### config.mk
export PLATFORM = sky130hd
export DESIGN_NAME = cpve_div
export DESIGN_NICKNAME = d
export VERILOG_FILES = /design/src/rtl/cpve_div.sv
export SDC_FILE = /design/constraint.sdc
export NUM_CORES = 1
export LEC_CHECK = 0
export ABC_AREA = 1
export BUFFER_PORTS_ARGS = -buffer_cell sky130_fd_sc_hd__buf_2
export CAP_MARGIN = 20
export CORE_MARGIN = 5
export CORE_UTILIZATION = 29
export CTS_BUF_LIST = sky130_fd_sc_hd__clkbuf_8
export DETAILED_ROUTE_END_ITERATION = 8
export HOLD_SLACK_MARGIN = 0.03
export PLACE_DENSITY_LB_ADDON = 0.08
export SLEW_MARGIN = 20
export SYNTH_ARGS = -nofsm -noshare
export SYNTH_HDL_FRONTEND = slang
export SYNTH_SLANG_ARGS = --single-unit
### constraint.sdc
create_clock -name clk -period 2.49 [get_ports clk]
set_clock_uncertainty 0.1 [all_clocks]
set_input_delay 0 -clock clk [delete_from_list [all_inputs] [get_ports clk]]
set_output_delay 0 -clock clk [all_outputs]
set_load 0.1 [all_outputs]
### src/rtl/cpve_div.sv
// cpve_div: pipelined unsigned restoring divider, one quotient bit per stage
// standalone; requires num < den * 2**QW; each stage register advances only while en is high
`timescale 1ns / 1ps

module cpve_div #(
  parameter int DW = 16,
  parameter int QW = 16
) (
  input  logic             clk,
  input  logic             en,
  input  logic [DW+QW-1:0] num,
  input  logic [DW-1:0]    den,
  output logic [QW-1:0]    quo
);
  localparam int NW = DW + QW;

  logic [NW-1:0] rem_r [QW];
  logic [DW-1:0] den_r [QW];
  logic [QW-1:0] quo_r [QW];

  for (genvar k = 0; k < QW; k++) begin : g_stage
    localparam int SH = QW - 1 - k;
    logic [NW-1:0] rem_in;
    logic [DW-1:0] den_in;
    logic [QW-1:0] quo_in;
    logic [NW-1:0] dsh;
    logic          ge;

    // stage inputs
    if (k == 0) begin : g_first
      assign rem_in = num;
      assign den_in = den;
      assign quo_in = '0;
    end else begin : g_next
      assign rem_in = rem_r[k-1];
      assign den_in = den_r[k-1];
      assign quo_in = quo_r[k-1];
    end

    // trial subtract of the shifted divisor
    assign dsh = NW'(den_in) << SH;
    assign ge  = (rem_in >= dsh);

    always_ff @(posedge clk) begin
      if (en) begin
        rem_r[k] <= ge ? (rem_in - dsh) : rem_in;
        den_r[k] <= den_in;
        quo_r[k] <= {quo_in[QW-2:0], ge};
      end
    end
  end

  assign quo = quo_r[QW-1];

endmodule

Word-level counts from Yosys, hierarchy flattened
Memory sizes are Yosys's and may differ from the RTL's.
Index checks and enable logic that the tools add are counted.
{"block": "totals", "regBits": 0, "mem_bits_rw": 1024, "input_bits": 50, "out_inout_bits": 16, "elab_cells": 53, "mem_count": 3}
{"block": "classes", "n_addsub": 16, "order_cmp": 16, "mux": 18}
{"name": "rem_r", "depth": 16, "width": 32, "rd": 15, "rd_clocked_by_memory_dff": 0, "write_ports": 16, "line_no": "17", "text": "logic [NW-1:0] rem_r [QW];"}
{"name": "den_r", "depth": 16, "width": 16, "rd": 15, "rd_clocked_by_memory_dff": 0, "write_ports": 16, "line_no": "18", "text": "logic [DW-1:0] den_r [QW];"}
{"name": "quo_r", "depth": 16, "width": 16, "rd": 16, "rd_clocked_by_memory_dff": 0, "write_ports": 16, "line_no": "19", "text": "logic [QW-1:0] quo_r [QW];"}
{"op": "$mux W32", "n": 16}
{"op": "$ge A32 B16 Y1", "n": 1}
{"op": "$ge A32 B17 Y1", "n": 1}
{"op": "$ge A32 B18 Y1", "n": 1}
{"op": "$ge A32 B19 Y1", "n": 1}
{"op": "$ge A32 B20 Y1", "n": 1}
{"op": "$ge A32 B21 Y1", "n": 1}
{"op": "$ge A32 B22 Y1", "n": 1}
{"op": "$ge A32 B23 Y1", "n": 1}
{"op": "$ge A32 B24 Y1", "n": 1}
{"op": "$ge A32 B25 Y1", "n": 1}
{"op": "$ge A32 B26 Y1", "n": 1}
{"op": "$ge A32 B27 Y1", "n": 1}
{"op": "$ge A32 B28 Y1", "n": 1}
{"op": "$ge A32 B29 Y1", "n": 1}
{"op": "$ge A32 B30 Y1", "n": 1}
{"op": "$ge A32 B31 Y1", "n": 1}
{"op": "$sub A32 B16 Y32", "n": 1}
{"op": "$sub A32 B17 Y32", "n": 1}
{"op": "$sub A32 B18 Y32", "n": 1}
{"op": "$sub A32 B19 Y32", "n": 1}
{"op": "$sub A32 B20 Y32", "n": 1}
{"op": "$sub A32 B21 Y32", "n": 1}
{"op": "$sub A32 B22 Y32", "n": 1}
{"op": "other kinds (10)", "n": 11}

Logic depth before layout (Yosys ltp)
Gate-level depths: netlist of run 1.
An unclocked memory read counts as a cell.
{"block": "logic_depth", "ltp_word": 3, "mapped_depth": 16}

Worst setup path after synthesis of run 1
Ideal clock, no wire load.
{"block": "synth_path", "kind": "register -> register", "start": "memory den_r[6][0]", "end": "memory rem_r[0][241] in the netlist's numbering (data pin)", "t_arrival_ns": 1.868, "slack_ns": 0.269, "stages_incl_launch_ff": 14, "synth_period_minus_slack_ns": 2.221, "cell_sequence": "edfxtp_1 -> ha_1 -> fa_1 -> inv_1 -> nand3_1 -> nand3_1 -> nand3_1 -> nand2_1 -> a21oi_2 -> nand2_2 -> inv_1 -> buf_4 -> nand2_1 -> nand2_1"}
{"item": "start: declaration", "line_no": "18"}
{"item": "end: declaration", "line_no": "17"}

==> impl.org, run 1 <==
** Synth
- The cell area that synthesis handed to floorplanning was 0.0521 sq mm.
- Post-synth EDFFs :: 856
- The synthesized netlist devotes 27.8% of its cell area to simple gates.
- Measured against the total synthesized area, the mux share comes to 0%.
- FFs w/ async S/R, synth :: 0%
- The synthesized design contains 856 register bits.
- Summing the areas of all compound-gate instances in the mapped netlist gives 4.95% of the synthesized area.
- Sequential elements use 49.3% of the synthesized area.
- Synth cell types :: 45
- Adder-Cell Fraction of Synth Area :: 6.72%
- After Yosys synthesis, XOR and XNOR cells account for 2.44% of the synthesized area.
- Dominant combinational cell family by area after synthesis :: simple AND/OR/NAND/NOR gates
- Mean instance size in the synthesized netlist :: 8.25 sq um
- Number of nets in the synthesized netlist :: 6636
- Synthesis handed over a netlist of 6315 instances.
- Ys Warns :: 0
- Most used flip-flop cell after synthesis :: edfxtp_1

** Worst hold path
- Min-Delay Path Class :: in2reg
- In this run the most critical hold path is launched from en.

** Placement
- Once detailed placement completed, the half-perimeter wirelength came to 132 mm.
- Routability-driven placement congestion ratio :: 0.850
- Worst slack at placement :: -188 ps
- IO Port Bufs :: 65

** Setup path
- Ordered cell list for the critical path :: ha_1, nand2_1, inv_1, nand3_1, nor2_1, nand2_1, nand2_1, nand3_1, nand3_2, buf_4, nand3_1, nand2_1
- WS Path Type :: reg2reg
- Critical path fanouts, max :: 4
- Data arrives at the worst endpoint at 2920 ps.
- CP max-delay cell :: edfxtp_1
- Dominant delay contributor by cell family on the critical path :: simple AND/OR/NAND/NOR gates
- Number of buffer and inverter instances along the worst setup path :: 2
- Critical register-to-register path startpoint :: rem_r[0][78]$_DFFE_PP_
- STA classifies the critical path endpoint as a flip-flop.
- Among the stages of the critical path, the cell type that occurs most often is nand2_1.
- CP Data Required Time :: 3010 ps
- The worst setup path is launched from a flip-flop.
- Launch point of the worst path :: rem_r[0][78]$_DFFE_PP_
- In this design, the stage delay of the slowest critical-path cell is 470 ps.

** CTS
- TritonCTS built the clock tree.
- CTS Buffer Depth :: 3
- Depth of the CTS H-tree :: 4
- The later pin in the worst-skew pair is clocked with a latency of 890 ps.
- After clock tree synthesis, the clock-pin slew on the worst setup and hold paths is 70 ps.
- The tree built by TritonCTS fans out to 856 sinks.
- Buffers inserted during clock tree synthesis total 166.
- Buffer cell driving the clock tree root :: clkbuf_8

** Power and ir drop
- Static Leakage :: 29.6 nW
- Power spread over the standard cell area amounts to 985 mW/mm^2.
- VDD sags by at most 0.000507 V.
- Summing internal, switching and leakage power gives 63.4 mW.

** Floorplanning
- Height of the die :: 434 microns
- The die is 434 microns wide.
- # rows :: 155
- The floorplan step defined a die boundary enclosing 0.188 sq mm.
- For this design the top-level I/O count stands at 66.
- Starting utilization of the core area :: 29.2%
- The floorplan step defined a core boundary enclosing 0.179 sq mm.

** STA
- Pin slew with the least headroom to its limit :: 970 ps
- Static timing analysis puts the maximum clock frequency at 417 MHz.
- Slew HR :: 35.1%
- Hold Vio Cnt, Final :: 0
- Setup violations remaining at the end of the flow were counted as 0.
- Final count of pins violating max slew :: 0
- After routing, the total negative slack on setup checks comes to 0 ps.
- Counting I/O delays and the setup requirement, the final critical path takes 2400 ps.
- PnR worst setup slack :: 90.9 ps
- Setup repair after global routing could not meet its margin everywhere.
- Final period util :: 96.3%

** Route
- For this block, the initial DRC count from the detailed router was 2574.
- Met1 wire length :: 75.8 mm
- Average detailed-routed wire length per instance :: 17.4 microns
- Wire segments on met2 add up to 81.1 mm in the final route.
- After detailed routing, the met3 layer carries 5.20 mm of wire.
- Max layer used :: met4
- After detailed routing, the number of remaining DRC violations is 0.
- Summed over all layers, the routed wires come to 167 mm.
- Count of vias placed by the detailed router :: 42700
- Number of iterations in the first detailed-routing pass :: 6
- Via-to-Cell Ratio :: 4.44
- The detail route stage leaves a number of antenna-violating nets equal to 0.

** Global routing
- Maximum number of pins on one net before global-route repair :: 109
- Global-route usage over all layers :: 17.6%
- For this run the aggregate overflow at the end of global routing stands at 0.
- The first global-routing pass estimated 253 mm of wire.
- The initial antenna violation count came to 3.
- The via count of the first global-routing pass is 42800.

** Layout
- Layout cells sized above 1 :: 15.9%
- Post-layout utilization of the core :: 36.0%
- For this run, the post-layout net count is 7431.
- P&R area growth vs syn :: 23.5%

** Flow run
- The tool flagged a number of max-cap violations equal to 0.

** Status
- The flow ran to the end, and the final reports show no timing, DRC or antenna violations.
sequential cells by signal, summed over array words and instances, names as in the netlist:
name	count
den_r	240
quo_r	136
rem_r	480
cells by family after synthesis:
| family | Yosys count |
|---|---|
| XOR/XNOR | 145 |
| adder cells (fa/ha/maj) | 271 |
| AO/OA/AOI/OAI | 449 |
| AND/OR/NAND/NOR | 3461 |
| buffers and inverters | 1133 |
| flip-flops | 856 |
routing by layer:
| layer | vias up | GRT usage (%) |
|---|---|---|
| li1 | 22000 | - |
| met1 | 19700 | 22.7 |
| met2 | 640 | 30.7 |
| met3 | 263 | 2.37 |
| met4 | 0 | 5.36 |
| met5 | - | 0 |
layout make-up:
class | instances | area, sq um
antenna | 2 | 5.00
clock buffer | 167 | 2300
clock inverter | 132 | 930
fill | 18600 | 114000
inverter | 1080 | 4090
multi-input combinational | 4327 | 22800
sequential | 856 | 25700
tap | 2355 | 2950
timing repair buffer | 677 | 5570
timing repair inverter | 2 | 17.5
repair_timing:
action,in CTS,in global routing
hold buffers,98,0
endpoints found under the hold margin,905,0
pin swaps,2,25
setup buffers,7,49
gates resized for setup,31,193
endpoints found under the setup margin,51,280
gates cloned,0,3
cell usage in the layout (no fill, tap or decap), types with 10 or more instances in the layout:
cell           Yosys  layout
nand3_1          369     352
nor3_1            75      71
edfxtp_1         856     856
a21oi_2           47      75
o21ai_0           86      73
clkbuf_8           0     167
xor2_1           105     105
inv_1           1065    1086
nand2_1         2210    2176
ha_1             256     206
nand3_2           16      33
ha_2               0      12
a21oi_1          240     208
nor2_2            26      37
buf_4             17     478
ha_4               0      38
nor2_4             6      10
nand3b_1          46      46
clkinv_1           0      41
buf_12             2      29
dlygate4sd3_1      0      98
o21bai_1          24      23
inv_2             11      17
nand4_1          118     118
o21ai_1           25      38
or2_2             17      17
xnor2_1           40      40
clkinv_2           0      33
nand2_2           23      55
o21ai_2           12      12
bufinv_16          0      10
nor2_1           525     510
buf_2              6      64
worst min-delay path, stage by stage:
cell,delay (ps)
dlygate4sd3_1,560
buf_8,180
buf_12,190
through the flow:
step	cell area, sq um	hold slack, ps	cells
after floorplan	52100	-1.13	6315
after global placement	58600	95.2	9140
after detailed placement	58600	100	9140
after CTS	63000	53.1	9544
after global routing	64300	95.7	9598
final	64300	144	9598
where the power goes:
part           switching [mW]  internal [mW]
clock                    6.67           7.39
sequential               2.43           19.7
combinational            16.5           10.7
path summary, 6_finish.rpt:
kind	endpoint	slack (ps)	cells past startpoint
worst max-delay path	rem_r[0][123]$_DFFE_PP_	90	12
worst min-delay path	rem_r[0][223]$_DFFE_PP_	140	3
worst max register to register	rem_r[0][123]$_DFFE_PP_	90	12
worst min register to register	quo_r[3][20]$_DFFE_PP_	300	0
cells in the mapped netlist (2+ instances only):
cell type	number	area share, %
a21o_1	8	0.12
a21oi_1	240	2.3
a21oi_2	47	0.79
and2_1	8	0.096
and3_1	2	0.024
buf_12	2	0.077
buf_2	6	0.058
buf_4	17	0.24
buf_6	27	0.58
edfxtp_1	856	49
fa_1	15	0.58
ha_1	256	6.1
inv_1	1065	7.7
inv_2	11	0.079
inv_4	4	0.048
nand2_1	2210	16
nand2_2	23	0.28
nand2_4	4	0.086
nand3_1	369	3.5
nand3_2	16	0.31
nand3_4	2	0.067
nand3b_1	46	0.66
nand4_1	118	1.4
nor2_1	525	3.8
nor2_2	26	0.31
nor2_4	6	0.13
nor3_1	75	0.72
nor3_4	2	0.062
nor3b_1	2	0.029
nor4_1	8	0.096
o21a_1	3	0.043
o21ai_0	86	0.83
o21ai_1	25	0.24
o21ai_2	12	0.20
o21bai_1	24	0.35
or2_2	17	0.20
xnor2_1	40	0.67
xor2_1	105	1.8
Power figures use the tool's default switching activity.
==> run 2, diff against run 1 <==
- SETUP_SLACK_MARGIN: unset -> 0.2
==> impl.org, run 2 (synthesis results as in run 1) <==
** Layout
- Most used cells in the layout excluding fill and tap cells :: 1994 x nand2_1, 1022 x inv_1, 856 x edfxtp_1
- From synthesis to final layout, the design area changed by 33.3%.
- The number of flip-flops under the largest register name was 480 (unchanged).
- The largest registers in the layout are rem_r x480, den_r x240, quo_r x136.
- Post-layout utilization of the core :: 38.9% (+2.9 points)
- The fraction of final layout cells sized beyond drive strength 1 is 25.0% (+9.1 points).
- The number of nets in the layout was 7667 (+3.2%).
- Most frequent standard cell in the layout excluding fill and tap cells :: nand2_1
- Largest reg by FF count :: rem_r
- The number of standard cells in the final layout excluding fillers was 9834 (+2.5%).

** Placement
- Routability-driven placement congestion ratio :: 0.850 (unchanged)
- IO Port Bufs :: 65 (unchanged)
- Number of instances in the placed design :: 9140 (unchanged)
- The HPWL after detailed placement is 132 mm (unchanged).
- The setup slack at placement came to -188 ps (unchanged).

** Floorplanning
- The area of the core is 0.179 sq mm (unchanged).
- The initial cell density of the core came to 29.2% (unchanged).
- Die Outline Area :: 0.188 sq mm (unchanged)
- # rows :: 155 (unchanged)
- The die width is 434 microns (unchanged).
- Top-level port count :: 66 (unchanged)
- Height of the die :: 434 microns (unchanged)

** Setup path
- Ordered cell list for the critical path :: inv_1, ha_4, nand2_1, nand2_1, o21bai_1, a21oi_2, nand3_4, buf_12, buf_4, nand3_1, nand2_1
- The slowest stage of the critical path is the edfxtp_1 cell.
- Category of the worst setup path capture point :: flip-flop
- CP Data Required Time :: 3010 ps (about the same)
- The stage delay of the slowest cell on the critical path is 430 ps (-40 ps).
- Arrival @ worst endpoint :: 2880 ps (-40 ps)
- WS Path Type :: reg2reg
- CP most frequent cell :: nand2_1
- The cell family contributing the most delay on the critical path is buffers and inverters.
- Worst setup SP type :: flip-flop
- Critical path fanouts, max :: 11 (+7)
- Number of buffer and inverter instances along the worst setup path :: 3 (+1)

** Global routing
- GRT Residual Overflow :: 0 (unchanged)
- Antenna violations before repair :: 4 (+1)
- Number of global-route vias before repair :: 44100 (+3.1%)
- The maximum number of pins on one net before global-route repair came to 109 (unchanged).
- The wire length of the first global-routing pass was 259 mm (+2.4%).
- The overall fraction of global-route tracks in use is 18.0% (+0.40 points).

** STA
- The fraction of the cycle the final worst path needs was 94.9% (-1.5 points).
- Worst hold margin :: 149 ps (+4.84 ps)
- The final hold violation count came to 0 (unchanged).
- The worst-case headroom to the max-slew limit was 34.3% (-0.78 points).
- The total setup violations reported at the end of the flow is 0 (unchanged).
- Maximum clock frequency :: 423 MHz (+1.6%)
- Time the final worst path needs with I/O delays and setup :: 2360 ps (-37.2 ps)
- Setup repair after global routing could not meet its margin everywhere.
- The setup TNS is 0 ps (unchanged).
- Pin slew with the least headroom to its limit :: 982 ps (+11.7 ps)
- PnR worst setup slack :: 128 ps (+37.2 ps)
- Final count of pins violating max slew :: 0 (unchanged)

** Route
- The length of routed met3 wiring came to 5.30 mm (+2.0%).
- Count of vias placed by the detailed router :: 44200 (+3.5%)
- Number of iterations in the first detailed-routing pass :: 6 (unchanged)
- The overall routed net length is 174 mm (+4.1%).
- The wire length on met1 is 77.8 mm (+2.7%).
- The via-per-instance ratio was 4.49 (+1.0%).
- The met2 wire length came to 85.8 mm (+5.8%).
- The average detailed-routed wire length per instance came to 17.7 microns (+1.6%).
- Remaining antenna violation count :: 0 (unchanged)
- The number of DRC markers in iteration 0 was 2555 (-0.74%).
- Max layer used :: met4
- The residual DRC count is 0 (unchanged).

** Flow run
- Max Cap Viol :: 0 (unchanged)

** Power and ir drop
- Static Leakage :: 31.3 nW (+5.9%)
- The total power per unit cell area came to 974 mW/mm^2 (-1.1%).
- IR Drop Worst-Case VDD :: 0.000504 V (-0.57%)

** Status
- Run status :: completed

** CTS
- Clock tree synthesis selected as its root buffer the cell clkbuf_8.
- Clock latency of the later-clocked register in the worst-skew pair :: 880 ps (about the same)
- TritonCTS built the clock tree.
- The number of sinks driven by the clock tree is 856 (unchanged).
- The TritonCTS buffer count is 166 (unchanged).
- The clock tree buffer depth was 3 (unchanged).
- The count of H-tree levels built during CTS is 4 (unchanged).
- Clock transition time at the flip-flop clock pins of the worst setup and hold paths :: 70 ps (about the same)

** Worst hold path
- Min-Delay Path Class :: in2reg
-- run 2: where the power goes --
part           internal (mW)  switching (mW)  total (mW)
logic                   13.1            18.2        31.3
clock network           7.39            6.65        14.0
registers               19.7            2.64        22.3
-- run 2: worst paths after layout --
kind | start | endpoint | slack (ps) | cells past startpoint
max | den_r[1][14]$_DFFE_PP_ | rem_r[0][88]$_DFFE_PP_ | 130 | 11
min | en | rem_r[0][223]$_DFFE_PP_ | 150 | 3
max reg2reg | den_r[1][14]$_DFFE_PP_ | rem_r[0][88]$_DFFE_PP_ | 130 | 11
min reg2reg | quo_r[4][20]$_DFFE_PP_ | quo_r[5][5]$_DFFE_PP_ | 300 | 0
-- run 2: final cells by class --
cell class	instances	area, sq um
Inverter	1080	4140
Sequential cell	856	25700
Clock inverter	132	930
Clock buffer	167	2300
Timing Repair inverter	7	65.1
Tap cell	2355	2950
Multi-Input combinational cell	4332	25700
Antenna cell	2	5.00
Fill cell	18100	109000
Timing Repair Buffer	903	7680
-- run 2: per-layer routing --
layer	vias up	global-route usage, %
met5	-	0
met4	0	5.75
met3	261	2.55
met2	674	31.5
met1	20700	22.9
li1	22500	-
-- run 2: what timing repair did --
item	4_1_cts	5_1_grt
gates resized for setup	418	501
setup endpoints to repair	335	352
gates cloned	10	15
setup buffers	126	144
pin swaps	96	167
hold endpoints to repair	905	0
hold buffers	98	0
-- run 2: per-stage QoR --
step / cell area, sq um / power [mW]
5_1_grt: 69500 / 72.9
4_1_cts: 66000 / 65.7
3_5_place_dp: 58600 / 48.5
3_3_place_gp: 58600 / 48.6
2_1_floorplan: 52100 / 37.7
6_report: 69500 / 67.7
-- run 2: tightest hold or removal path, stage by stage --
cell	delay [ps]
dlygate4sd3_1	560
buf_8	180
buf_12	190
